### config.mk
export PLATFORM = sky130hd
export DESIGN_NAME = i2c_waveform_sample_generator_unit
export DESIGN_NICKNAME = d
export VERILOG_FILES = /design/src/design/iwsg_pkg.sv /design/src/design/iwsg_job_fifo.sv /design/src/design/iwsg_front.sv /design/src/design/iwsg_back.sv /design/src/design/i2c_waveform_sample_generator_unit.sv
export SDC_FILE = /design/constraint.sdc
export NUM_CORES = 1
export LEC_CHECK = 0
export BUFFER_PORTS_ARGS = -buffer_cell sky130_fd_sc_hd__clkbuf_2
export CAP_MARGIN = 20
export CORE_MARGIN = 1.5
export CORE_UTILIZATION = 45
export DETAILED_ROUTE_END_ITERATION = 6
export SYNTH_ARGS = -nofsm -noshare
export SYNTH_HDL_FRONTEND = slang
export SYNTH_SLANG_ARGS = --single-unit
### constraint.sdc
create_clock -name clk -period 2.6 [get_ports clk]
set_clock_uncertainty 0.2 [all_clocks]
set_input_delay 0.52 -clock clk [delete_from_list [all_inputs] [get_ports clk]]
set_output_delay 0.52 -clock clk [all_outputs]
set_load 0.02 [all_outputs]
### src/design/iwsg_pkg.sv
// Shared types and constants for the I2C waveform sample generator.
package iwsg_pkg;

	// Samples per bit slot, and bit slots in a byte transfer (8 data + ACK).
	localparam int unsigned SLOT_SAMPLES = 3;
	localparam int unsigned SLOT_COUNT = 9;
	localparam int unsigned PHASE_W = $clog2(SLOT_SAMPLES);
	localparam int unsigned SLOT_W = $clog2(SLOT_COUNT);

	// Default depth of the job queue between the front and back ends.
	localparam int unsigned JOB_FIFO_DEPTH = 2;

	typedef enum logic [2:0] {
		OP_START = 3'd0,
		OP_STOP  = 3'd1,
		OP_WRITE = 3'd2,
		OP_READ  = 3'd3,
		OP_ADDR  = 3'd4
	} opcode_t;

	typedef enum logic [1:0] {
		ST_IDLE,
		ST_START,
		ST_BYTE,
		ST_STOP
	} state_t;

	typedef struct packed {
		logic [2:0] opcode;
		logic [7:0] data_byte;
		logic       ack_after_read;
		logic       read_not_write;
	} item_t;

	typedef struct packed {
		logic scl_level;
		logic sda_level;
		logic last_sample;
	} result_t;

	// One classified operation: where the sequence begins, whether a byte
	// follows a start, and the SDA level of each slot, first slot in the MSB.
	typedef struct packed {
		state_t                first_state;
		logic                  has_byte;
		logic [SLOT_COUNT-1:0] slot_bits;
	} job_t;

endpackage

### src/design/iwsg_job_fifo.sv
// Small flop-based queue of classified jobs.
module iwsg_job_fifo #(
	parameter int unsigned DEPTH = iwsg_pkg::JOB_FIFO_DEPTH
) (
	input  logic           clk,
	input  logic           arst_n,
	input  logic           push,
	input  iwsg_pkg::job_t push_job,
	output logic           full,
	input  logic           pop,
	output iwsg_pkg::job_t pop_job,
	output logic           nempty
);

	localparam int unsigned PW = (DEPTH > 1) ? $clog2(DEPTH) : 1;
	localparam int unsigned CW = $clog2(DEPTH + 1);

	iwsg_pkg::job_t mem_q [DEPTH];
	logic [PW-1:0] wr_ptr_q;
	logic [PW-1:0] rd_ptr_q;
	logic [CW-1:0] count_q;

	function automatic logic [PW-1:0] ptr_next(input logic [PW-1:0] p);
		return (p == PW'(DEPTH - 1)) ? '0 : p + 1'b1;
	endfunction

	assign full = (count_q == CW'(DEPTH));
	assign nempty = (count_q != '0);
	assign pop_job = mem_q[rd_ptr_q];

	always_ff @(posedge clk) begin
		if (push) begin
			mem_q[wr_ptr_q] <= push_job;
		end
	end

	always_ff @(posedge clk or negedge arst_n) begin
		if (!arst_n) begin
			wr_ptr_q <= '0;
			rd_ptr_q <= '0;
			count_q <= '0;
		end else begin
			if (push) begin
				wr_ptr_q <= ptr_next(wr_ptr_q);
			end
			if (pop) begin
				rd_ptr_q <= ptr_next(rd_ptr_q);
			end
			if (push && !pop) begin
				count_q <= count_q + 1'b1;
			end else if (pop && !push) begin
				count_q <= count_q - 1'b1;
			end
		end
	end

endmodule

### src/design/iwsg_front.sv
// Front end: accept operations and classify them into jobs.
module iwsg_front (
	input  logic            cmd_valid,
	output logic            cmd_stall,
	input  iwsg_pkg::item_t cmd_data,
	input  logic            full,
	output logic            push,
	output iwsg_pkg::job_t  push_job
);

	logic known;

	assign cmd_stall = full;

	always_comb begin
		known = 1'b1;
		push_job.first_state = iwsg_pkg::ST_IDLE;
		push_job.has_byte = 1'b0;
		push_job.slot_bits = '1;
		case (cmd_data.opcode)
			iwsg_pkg::OP_START: begin
				push_job.first_state = iwsg_pkg::ST_START;
			end
			iwsg_pkg::OP_STOP: begin
				push_job.first_state = iwsg_pkg::ST_STOP;
			end
			iwsg_pkg::OP_WRITE: begin
				// data MSB first, then released ACK slot
				push_job.first_state = iwsg_pkg::ST_BYTE;
				push_job.slot_bits = {cmd_data.data_byte, 1'b1};
			end
			iwsg_pkg::OP_READ: begin
				// released for eight slots, ACK driven low when ack_after_read is set
				push_job.first_state = iwsg_pkg::ST_BYTE;
				push_job.slot_bits = {8'hFF, ~cmd_data.ack_after_read};
			end
			iwsg_pkg::OP_ADDR: begin
				push_job.first_state = iwsg_pkg::ST_START;
				push_job.has_byte = 1'b1;
				push_job.slot_bits = {cmd_data.data_byte[6:0], cmd_data.read_not_write, 1'b1};
			end
			default: begin
				known = 1'b0;
			end
		endcase
	end

	// Drop unknown opcodes: they are accepted but produce no samples.
	assign push = cmd_valid && !full && known;

endmodule

### src/design/iwsg_back.sv
// Back end: sequence each job into line samples behind an output register.
module iwsg_back (
	input  logic              clk,
	input  logic              arst_n,
	input  logic              job_nempty,
	input  iwsg_pkg::job_t    job,
	output logic              pop,
	output logic              sample_valid,
	input  logic              sample_stall,
	output iwsg_pkg::result_t sample_data
);

	localparam logic [iwsg_pkg::PHASE_W-1:0] PH_LAST = iwsg_pkg::PHASE_W'(iwsg_pkg::SLOT_SAMPLES - 1);
	localparam logic [iwsg_pkg::SLOT_W-1:0] SLOT_LAST = iwsg_pkg::SLOT_W'(iwsg_pkg::SLOT_COUNT - 1);

	iwsg_pkg::state_t state_q, state_d;
	logic [iwsg_pkg::PHASE_W-1:0] phase_q, phase_d;
	logic [iwsg_pkg::SLOT_W-1:0] slot_q, slot_d;
	iwsg_pkg::job_t job_q;
	iwsg_pkg::result_t cur;
	iwsg_pkg::result_t out_q;
	logic out_valid_q;
	logic busy;
	logic emit;
	logic free;
	logic [iwsg_pkg::SLOT_W-1:0] bit_idx;

	assign busy = (state_q != iwsg_pkg::ST_IDLE);
	assign emit = busy && (!out_valid_q || !sample_stall);
	assign bit_idx = SLOT_LAST - slot_q;

	// Next state
	always_comb begin
		state_d = state_q;
		phase_d = phase_q;
		slot_d = slot_q;
		free = !busy;
		pop = 1'b0;
		if (emit) begin
			if (phase_q == PH_LAST) begin
				phase_d = '0;
				case (state_q)
					iwsg_pkg::ST_START: begin
						if (job_q.has_byte) begin
							state_d = iwsg_pkg::ST_BYTE;
							slot_d = '0;
						end else begin
							free = 1'b1;
						end
					end
					iwsg_pkg::ST_BYTE: begin
						if (slot_q == SLOT_LAST) begin
							free = 1'b1;
						end else begin
							slot_d = slot_q + 1'b1;
						end
					end
					default: begin
						free = 1'b1;
					end
				endcase
			end else begin
				phase_d = phase_q + 1'b1;
			end
		end
		if (free) begin
			state_d = iwsg_pkg::ST_IDLE;
			if (job_nempty) begin
				pop = 1'b1;
				state_d = job.first_state;
				phase_d = '0;
				slot_d = '0;
			end
		end
	end

	// Sample for the current position
	always_comb begin
		cur = '0;
		case (state_q)
			iwsg_pkg::ST_START: begin
				cur.scl_level = (phase_q != PH_LAST);
				cur.sda_level = (phase_q == '0);
				cur.last_sample = (phase_q == PH_LAST) && !job_q.has_byte;
			end
			iwsg_pkg::ST_BYTE: begin
				cur.scl_level = (phase_q == iwsg_pkg::PHASE_W'(1));
				cur.sda_level = job_q.slot_bits[bit_idx];
				cur.last_sample = (phase_q == PH_LAST) && (slot_q == SLOT_LAST);
			end
			iwsg_pkg::ST_STOP: begin
				cur.scl_level = (phase_q != '0);
				cur.sda_level = (phase_q == PH_LAST);
				cur.last_sample = (phase_q == PH_LAST);
			end
			default: begin
				cur = '0;
			end
		endcase
	end

	always_ff @(posedge clk) begin
		if (pop) begin
			job_q <= job;
		end
		if (emit) begin
			out_q <= cur;
		end
	end

	always_ff @(posedge clk or negedge arst_n) begin
		if (!arst_n) begin
			state_q <= iwsg_pkg::ST_IDLE;
			phase_q <= '0;
			slot_q <= '0;
			out_valid_q <= 1'b0;
		end else begin
			state_q <= state_d;
			phase_q <= phase_d;
			slot_q <= slot_d;
			if (emit) begin
				out_valid_q <= 1'b1;
			end else if (!sample_stall) begin
				out_valid_q <= 1'b0;
			end
		end
	end

	assign sample_valid = out_valid_q;
	assign sample_data = out_q;

endmodule

### src/design/i2c_waveform_sample_generator_unit.sv
// Top level of the I2C master waveform sample generator.
//
//   channel   direction  handshake                   payload
//   cmd       in         cmd_valid / cmd_stall       cmd_data    (iwsg_pkg::item_t)
//   sample    out        sample_valid / sample_stall sample_data (iwsg_pkg::result_t)
//
// One line sample leaves per cycle while the output is not stalled. Start and stop
// give 3 samples each, a write or read byte 27, start plus address 30, unknown none.
// Into an idle block, a transfer is queued, then sequenced, then sample_valid rises.
// Queued jobs run without gaps; cmd_stall rises only when the job queue is full.
// A sample_stall holds a valid output register and freezes the sequencer behind it.
// Reset clears the queue, the sequencer and the output valid at once.
module i2c_waveform_sample_generator_unit #(
	parameter int unsigned JOB_DEPTH = iwsg_pkg::JOB_FIFO_DEPTH
) (
	input  logic              clk,
	input  logic              arst_n,
	input  logic              cmd_valid,
	output logic              cmd_stall,
	input  iwsg_pkg::item_t   cmd_data,
	output logic              sample_valid,
	input  logic              sample_stall,
	output iwsg_pkg::result_t sample_data
);

	logic           full;
	logic           push;
	iwsg_pkg::job_t push_job;
	logic           pop;
	iwsg_pkg::job_t pop_job;
	logic           nempty;

	// Classify each transfer into a job; drop unknown opcodes here.
	iwsg_front u_front (
		.cmd_valid (cmd_valid),
		.cmd_stall (cmd_stall),
		.cmd_data  (cmd_data),
		.full      (full),
		.push      (push),
		.push_job  (push_job)
	);

	// Decouple classification from sequencing.
	iwsg_job_fifo #(
		.DEPTH (JOB_DEPTH)
	) u_fifo (
		.clk      (clk),
		.arst_n   (arst_n),
		.push     (push),
		.push_job (push_job),
		.full     (full),
		.pop      (pop),
		.pop_job  (pop_job),
		.nempty   (nempty)
	);

	// Walk start, byte slots and stop, three samples per slot.
	iwsg_back u_back (
		.clk          (clk),
		.arst_n       (arst_n),
		.job_nempty   (nempty),
		.job          (pop_job),
		.pop          (pop),
		.sample_valid (sample_valid),
		.sample_stall (sample_stall),
		.sample_data  (sample_data)
	);

endmodule

After elaboration in Yosys (flattened, before gate mapping). Memories as Yosys holds them, arrays and structs flattened. Cells that the tools add are included.

Register bits: 26. Bits in latches: 0. Bits in writable memories: 24. ROM bits: 0. Bits of input ports: 17. Output and inout port bits: 5. Word-level logic and storage cells: 103. Memories: 1.

$add $sub $neg: 7. Multiply operators: 0. Divide/modulo/power cells: 0. Order comparisons: 1. Equal/unequal tests: 13. Shift-type cells: 0. Muxes and demuxes: 39. Bitwise operators: 1. Reduce and logical (&&, ||, !) cells: 29.

Memory list: u_fifo.mem_q (depth 2, bits a word 12, read ports 1, clocked after memory_dff 0, wr ports 1, line iwsg_job_fifo.sv:18) `iwsg_pkg::job_t mem_q [DEPTH];`.

Operator list (count): case mux 9 bit (3 select lines) (1); two-way mux 2 bit (12); two-way mux 4 bit (6); nonzero test 2 bit (8); two-way mux 1 bit (15); case mux 3 bit (3 select lines) (1); == test 2 bit (second input constant) (4); case mux 4 bit (2 select lines) (1); logical AND 1 bit (7); logical NOT 1 bit (7); == test 3 x 2 -> 1 bit (second input constant) (2); case mux 2 bit (3 select lines) (1); < comparator 4 x 5 -> 1 bit (second input constant) (1); OR reduction 5 bit (1); adder 2 x 1 -> 2 bit (second input constant) (2); adder 4 x 1 -> 4 bit (second input constant) (1); binary-select mux 1 bit (select 4 bit) (1); == test 2 x 1 -> 1 bit (second input constant) (2); == test 4 bit (second input constant) (1); AND reduction 4 bit (1); OR reduction 2 bit (2); subtractor 4 bit (first input constant) (1); == test 3 x 1 -> 1 bit (second input constant) (1); == test 3 bit (second input constant) (1); 9 further kinds (10).

Depth between registers and ports, before layout. Gate-level depths: netlist of the first run.

Word-level depth: 10. Depth in mapped cells: 11. Mapped depth without buffers: 10.

Hierarchy. A second synthesis of the first run with hierarchy kept.

Cells, all modules: 191. Area total of the unflattened synthesis: 2493.6 µm².

By module, submodules not included: iwsg_back (times used 1, cells an instance 108, area an instance 1217.4 µm², sequential area each 615.6 µm²); iwsg_job_fifo (times used 1, cells an instance 53, area an instance 1089.8 µm², sequential area each 820.8 µm²); iwsg_front (times used 1, cells an instance 30, area an instance 186.4 µm², sequential area each 0.0 µm²).

Worst setup path before layout of the first run. Ideal clock, no wire load.

Path type: register to register. From: register u_back.slot_q[0] (netlist name). To: register u_fifo.count_q[1]. Library setup time: 0.079 ns. Arrival time: 2.009 ns. Data required time: 2.321 ns. Path slack: 0.312 ns. Stages on the path, launching flop included: 11. Path buffers: 2. Period minus slack after synthesis: 2.288 ns. Cell sequence: dfrtp_1 -> buf_2 -> inv_1 -> ha_1 -> and4b_4 -> o221a_2 -> buf_6 -> inv_1 -> ha_1 -> nor2_1 -> xor2_1.

Word-level cells in the longest chain between the ends: 9. Elaborated cells on any way between the ends: 11. Classes of those cells: 1 x eq/ne; 6 x mux; 4 x reduce/logical.

Ends and longest elaborated chain: start, declared (line iwsg_back.sv:18) `logic [iwsg_pkg::SLOT_W-1:0] slot_q, slot_d;`; start signal, assigned (line iwsg_back.sv:120) `slot_q <= slot_d;`; == test 4 bit * (line iwsg_back.sv:52) `if (slot_q == SLOT_LAST) begin`; two-way mux 1 bit * (line iwsg_back.sv:52); case mux 1 bit (2 select lines) * (line iwsg_back.sv:42) `case (state_q)`; two-way mux 1 bit * (line iwsg_back.sv:40) `if (phase_q == PH_LAST) begin`; two-way mux 1 bit * (line iwsg_back.sv:39) `if (emit) begin`; two-way mux 1 bit * (line iwsg_back.sv:66) `if (free) begin`; net pop (line i2c_waveform_sample_generator_unit.sv:29) `logic pop;`; logical NOT 1 bit (line iwsg_job_fifo.sv:49) `if (push && !pop) begin`; logical AND 1 bit (line iwsg_job_fifo.sv:49); two-way mux 2 bit / nonzero test 2 bit (equally long branches); end signal, assigned (line iwsg_job_fifo.sv:50) `count_q <= count_q + 1'b1;`; end signal, assigned (line iwsg_job_fifo.sv:52) `count_q <= count_q - 1'b1;`; end, declared (line iwsg_job_fifo.sv:21) `logic [CW-1:0] count_q;`.

The timed path passes the listed nets; every way through them passes the cells marked *. A chain may end at the register's enable or synchronous reset.

Final worst setup path of the first run.
From: register u_back.slot_q[0] (netlist name). To: register u_fifo.count_q[1].

Word-level cells in the longest chain between the ends: 9. Elaborated cells on any way between the ends: 11. Classes of those cells: 1 x eq/ne; 6 x mux; 4 x reduce/logical.

Ends and longest elaborated chain (line): == test 4 bit * (iwsg_back.sv:52); two-way mux 1 bit * (iwsg_back.sv:52); case mux 1 bit (2 select lines) * (iwsg_back.sv:42); two-way mux 1 bit * (iwsg_back.sv:40); two-way mux 1 bit * (iwsg_back.sv:39); two-way mux 1 bit * (iwsg_back.sv:66); logical NOT 1 bit (iwsg_job_fifo.sv:49); logical AND 1 bit (iwsg_job_fifo.sv:49); two-way mux 2 bit / nonzero test 2 bit (equally long branches).

Mark *: on every way between the ends. The rest lies on a longest branch, timed or not.

==> results.json, run 1 <==
{
  "initial_core_util_pct": 46.5,
  "ys_ff_latch": 50,
  "synth_area_per_cell_um2": 13.1,
  "dpl.hpwl_um": 2760,
  "finalCriticalPeriod_ps": 2270,
  "antenna_found_initial": 0,
  "slew_viol_final": 0,
  "seq_area_frac_synth_pct": 60.9,
  "required_ps": 2610,
  "cts.sinks": 50,
  "fin_tns_setup_ps": 0,
  "crit_chain": "inv_1, ha_1, and4b_4, o221a_2, inv_1, ha_1, xor2_1, nor2_1, xor2_1",
  "grt_overflow": 0,
  "ios": 22,
  "status": "finished clean",
  "antenna_left": 0,
  "grt_max_degree": 19,
  "max_slew_margin_pct": 62.1,
  "mappedNetlistArea_um2": 2360,
  "core_area_um2": 5070,
  "slowest_delay_ps": 480,
  "drt-vias-per-instance": 5.10,
  "worst_slew_pin_slew_ps": 569,
  "power.density_nw_per_um2": 1010,
  "port_buffers": 21,
  "wl_um": 3800,
  "drt-wirelength-per-cell_um": 13.7,
  "cts_buffers": 5,
  "synth_cell_types": 40,
  "hold_path.class": "reg2reg",
  "grt_pass1_vias": 1435,
  "p_leak_nw": 0.967,
  "clockRootBuffer": "clkbuf_8",
  "fin_nets": 231,
  "synth_top_area_share_pct": 47.1,
  "hold_viol_final": 0,
  "gp_congestion": 0.840,
  "path_class": "reg2reg",
  "synth_edf_count": 37,
  "die_area_um2": 5690,
  "die_w_um": 75.4,
  "num-fill-cells": 459,
  "yosysWarnings": 0,
  "yosys.area.top_type": "edfxtp_1",
  "max_freq_mhz": 441,
  "clk_pin_slew_worst_paths_ps": 90,
  "regToRegSetupSlack_ps": 330,
  "fp-row-count": 26,
  "drive_above_1_share_pct": 22.7,
  "layout_commonest_cell": "edfxtp_1",
  "syn-instance-count": 180,
  "clock_latency_ps": 290,
  "die_y_um": 75.4,
  "max-clock-path-buffers": 2,
  "end_kind": "flop",
  "vdd_drop_max_uv": 374,
  "setup.worst_path.start_class": "flop",
  "synth.area.top_cells": "edfxtp_1 47%, dfrtp_1 14%, mux2_2 5.7%, ha_1 4.2%, nand2b_1 3.7%",
  "crit_arrival_ps": 2280,
  "fin_crit_sh_pct": 87.1,
  "cp_max_fo": 8,
  "cts_tree": "yes",
  "routed-via-count": 1412,
  "cap_violations": 0,
  "drt-pass1-iter-count": 4,
  "num_antenna_cells": 0,
  "ys_async_sr_fraction_pct": 26.0,
  "drcViolationCount": 0,
  "final_util_pct": 51.8,
  "setup_viol": 0,
  "most-common-layout-cells": "37 x edfxtp_1, 21 x clkbuf_2, 14 x nand2b_1",
  "cp_slowest_cell": "dfrtp_1",
  "rsz0062_at_grt": "no",
  "drtIter0Drc": 41,
  "syn_nets": 205,
  "grt_pass1_wl_um": 6460,
  "h-tree-depth": 2,
  "grtUsageTotal_pct": 15.3,
  "synth-main-ff-cell": "edfxtp_1",
  "area_growth_pct": 11.5
}
==> final timing paths <==
kind                                                  to  depth (start not counted)                          start
min reg2reg                u_fifo.count_q[1]$_DFFE_PN0P_                          1  u_fifo.count_q[1]$_DFFE_PN0P_
max                        u_fifo.count_q[1]$_DFFE_PN0P_                          9     u_back.slot_q[0]$_DFF_PN0_
max reg2reg                u_fifo.count_q[1]$_DFFE_PN0P_                          9     u_back.slot_q[0]$_DFF_PN0_
min in group asynchronous    u_back.phase_q[0]$_DFF_PN0_                          2                         arst_n
max in group asynchronous     u_back.slot_q[1]$_DFF_PN0_                          2                         arst_n
min                        u_fifo.count_q[1]$_DFFE_PN0P_                          1  u_fifo.count_q[1]$_DFFE_PN0P_
==> cell usage after synthesis, drive strengths merged (3+ instances only) <==
cell	number
nand3	6
buf	3
mux2	12
dfrtp	13
clkbuf	3
edfxtp	37
o22ai	8
xor2	4
nand2	6
xnor2	3
ha	8
inv	11
nor2	6
nor2b	3
o21ai	4
nor3	5
nand2b	14
a21oi	9
==> state kept, by name, indices dropped and copies added, names as in the netlist <==
register,flops
u_back.state_q,2
u_back.job_q,10
u_back.phase_q,2
u_fifo.rd_ptr_q,1
u_back.slot_q,4
u_fifo.wr_ptr_q,1
u_back.sample_valid,1
u_fifo.mem_q,24
u_back.sample_data,3
u_fifo.count_q,2
==> metrics by stage <==
stage	worst slack [ps]	power, W	instances	instance area (µm²)	hold WS [ps]
2_1_floorplan	312	0.00202	180	2360	24.4
3_3_place_gp	449	0.00223	268	2540	237
3_5_place_dp	348	0.00226	268	2540	241
4_1_cts	337	0.00268	277	2630	306
5_1_grt	119	0.00286	277	2630	331
6_report	335	0.00265	277	2630	311
==> routing by layer <==
metal / routed length, µm / GRT usage, %
met1: 1760 / 19.3
met2: 1870 / 25.5
met3: 114 / 3.57
met4: 51 / 6.15
met5: 0 / 0
==> timing repair <==
action	CTS	global route
endpoints found under the hold margin	13	0
setup endpoints to repair	0	0
setup buffers	0	0
resized for setup	0	0
hold buffers	1	0
==> layout make-up <==
cell class                 count  area (µm²)  area share, %
timing repair buffer          25         138           5.23
tap                           70        87.6           3.33
inverter                      11        41.3           1.57
multi-input combinational    113         848           32.2
clock inverter                 3        11.3          0.428
sequential                    50        1440           54.6
clock buffer                   5        68.8           2.62
==> kinds of logic (layout without fill, tap and decap cells) <==
family	count (synthesis)	after routing	synth area share [%]
simple gates	51	51	12.2
mux	16	16	8.48
flops	50	50	60.9
fa+ha+maj	8	8	4.24
xor+xnor	7	7	2.60
compound gates	31	31	8.38
buf+inv	17	44	3.18
==> critical path, delay by kind of cell (launching register included) <==
kind,cells,cell delay [ps]
simple gates,2,410
xor+xnor,2,320
fa+ha+maj,2,420
buf+inv,2,160
flops,1,480
compound gates,1,200
==> power breakdown <==
part / switching [W] / total (W) / leakage, nW / internal [W]
Sequential: 0.000157 / 0.00129 / 0.487 / 0.00113
Combinational: 0.000518 / 0.000953 / 0.439 / 0.000435
Clock: 0.000227 / 0.000406 / 0.0407 / 0.000180
(Power assumes the default switching activity.)
==> run 2, diff against run 1 <==
==> constraint.sdc (replaced) <==
create_clock -name clk -period 2.2 [get_ports clk]
set_clock_uncertainty 0.2 [all_clocks]
set_input_delay 0.44 -clock clk [delete_from_list [all_inputs] [get_ports clk]]
set_output_delay 0.44 -clock clk [all_outputs]
set_load 0.02 [all_outputs]
==> results.json, run 2 (synthesis gave the netlist of run 1 again) <==
{
  "status": "finished clean",
  "grt_pass1_wl_um": 6790,
  "cp_max_fo": 3,
  "clockRootBuffer": "clkbuf_8",
  "required_ps": 2180,
  "regMostFlops": "u_fifo.mem_q",
  "p_total_w": 0.00349,
  "drtIter0Drc": 44,
  "grt_max_degree": 19,
  "layout_setup_ws_ps": 105,
  "top_regs": "u_fifo.mem_q: 24 flops, u_back.job_q: 10 flops, u_back.slot_q: 4 flops",
  "p_int_w": 0.00234,
  "grt_pass1_vias": 1524,
  "finalCriticalPeriod_ps": 2090,
  "cts_tree": "yes",
  "hold_viol_final": 0,
  "combPwrFrac_pct": 39.4,
  "antenna_found_initial": 0,
  "most-common-layout-cells": "37 x edfxtp_1, 21 x clkbuf_2, 13 x nand2b_1, 13 x dfrtp_1, 12 x mux2_2",
  "drcViolationCount": 0,
  "drt-wirelength-per-cell_um": 14.0,
  "fin_nets": 239,
  "die_area_um2": 5690,
  "drive_above_1_share_pct": 30.7,
  "drt-pass1-iter-count": 5,
  "gp_congestion": 0.784,
  "clock_latency_ps": 290,
  "largest_register_ff_count": 24,
  "routed-via-count": 1463,
  "p_seq_share_pct": 43.1,
  "layout_commonest_cell": "edfxtp_1",
  "grtUsageTotal_pct": 16.1,
  "initial_core_util_pct": 46.5,
  "dp_slack_ps": -9.66,
  "r2r_start": "u_back.state_q[0]$_DFFE_PN0P_",
  "clk_pin_slew_worst_paths_ps": 80,
  "crit_path_start": "u_back.state_q[0]$_DFFE_PN0P_",
  "p_sw_share_pct": 32.8,
  "dpl.hpwl_um": 2870,
  "worst_slew_pin_slew_ps": 549,
  "setup_viol": 0,
  "vdd_drop_max_uv": 512,
  "power.density_nw_per_um2": 1250,
  "num_antenna_cells": 0,
  "final_cells": 285,
  "die_y_um": 75.4,
  "core_area_um2": 5070,
  "wl_um": 4000,
  "area_growth_pct": 18.0,
  "drt-vias-per-instance": 5.13,
  "end_kind": "flop",
  "max-clock-path-buffers": 2,
  "fp-row-count": 26,
  "die_w_um": 75.4,
  "port_buffers": 21,
  "final_util_pct": 54.9,
  "h-tree-depth": 2,
  "rsz0062_at_grt": "no",
  "pwr-share-clk_pct": 17.5,
  "slew_viol_final": 0,
  "cap_violations": 0,
  "max_slew_margin_pct": 63.4,
  "grt_overflow": 0,
  "path_class": "reg2reg",
  "ios": 22,
  "crit_arrival_ps": 2070,
  "power.switching_w": 0.00114,
  "cts_buffers": 5,
  "placed_cells": 272,
  "hold_start": "sample_stall",
  "hold_path.class": "in2reg",
  "holdWs_ps": 250,
  "fin_crit_sh_pct": 95.2,
  "antenna_left": 0,
  "num-fill-cells": 450,
  "setup.worst_path.start_class": "flop",
  "cts.sinks": 50,
  "max_freq_mhz": 477,
  "p_leak_nw": 1.04
}
## run 2: routing by layer
metal	up-vias	track usage, %	part of all wire, %
met5	-	0	0
met4	0	7.74	1.7
met3	7	3.84	4.2
met2	42	28.2	50
met1	687	18.7	44
li1	727	-	-
## run 2: path summary, 6_finish.rpt
kind	endpoint	slack [ps]	depth (start not counted)
max reg2reg	u_fifo.count_q[1]$_DFFE_PN0P_	110	10
min in group asynchronous	u_back.phase_q[1]$_DFF_PN0_	390	2
max	u_fifo.count_q[1]$_DFFE_PN0P_	110	10
min reg2reg	u_fifo.count_q[1]$_DFFE_PN0P_	300	1
min	u_back.sample_valid$_DFFE_PN0P_	250	3
max in group asynchronous	u_fifo.rd_ptr_q$_DFFE_PN0P_	1140	2
## run 2: timing repair
item | in CTS | in global routing
setup buffers | 2 | 2
gates resized for setup | 0 | 7
hold buffers | 1 | 0
pin swaps | 0 | 1
hold endpoints to repair | 13 | 0
setup endpoints to repair | 1 | 1
## run 2: area by class of cell
cell class | count | area (µm²) | share of cell area (%)
multi-input cells | 113 | 915 | 32.9
well taps | 70 | 87.6 | 3.15
flip-flops and latches | 50 | 1440 | 51.6
clock buffers | 6 | 72.6 | 2.61
inverters | 11 | 41.3 | 1.48
repair buffers | 33 | 198 | 7.10
clock inverters | 2 | 33.8 | 1.21
## run 2: through the flow
step / setup TNS [ps] / instance area, µm²
after floorplan: 0 / 2400
after global placement: 0 / 2600
after detailed placement: -9.66 / 2600
after CTS: 0 / 2730
after global routing: 0 / 2780
final: 0 / 2780
## run 2: power by group through the flow
stage	registers, W	clock network, W	logic (W)
2_1_floorplan	0.00150	0	0.000951
3_3_place_gp	0.00151	0	0.00120
3_5_place_dp	0.00153	0	0.00123
4_1_cts	0.00150	0.000633	0.00127
5_1_grt	0.00154	0.000676	0.00152
6_report	0.00150	0.000610	0.00138
## run 2: critical path, cell delays in order (launching register included)
cell	delay, ps
dfrtp_1	390
inv_2	90
ha_4	270
nor2b_4	140
nand2_2	60
o221a_4	240
inv_1	60
ha_1	160
xor2_1	160
nor2_1	70
xor2_1	160
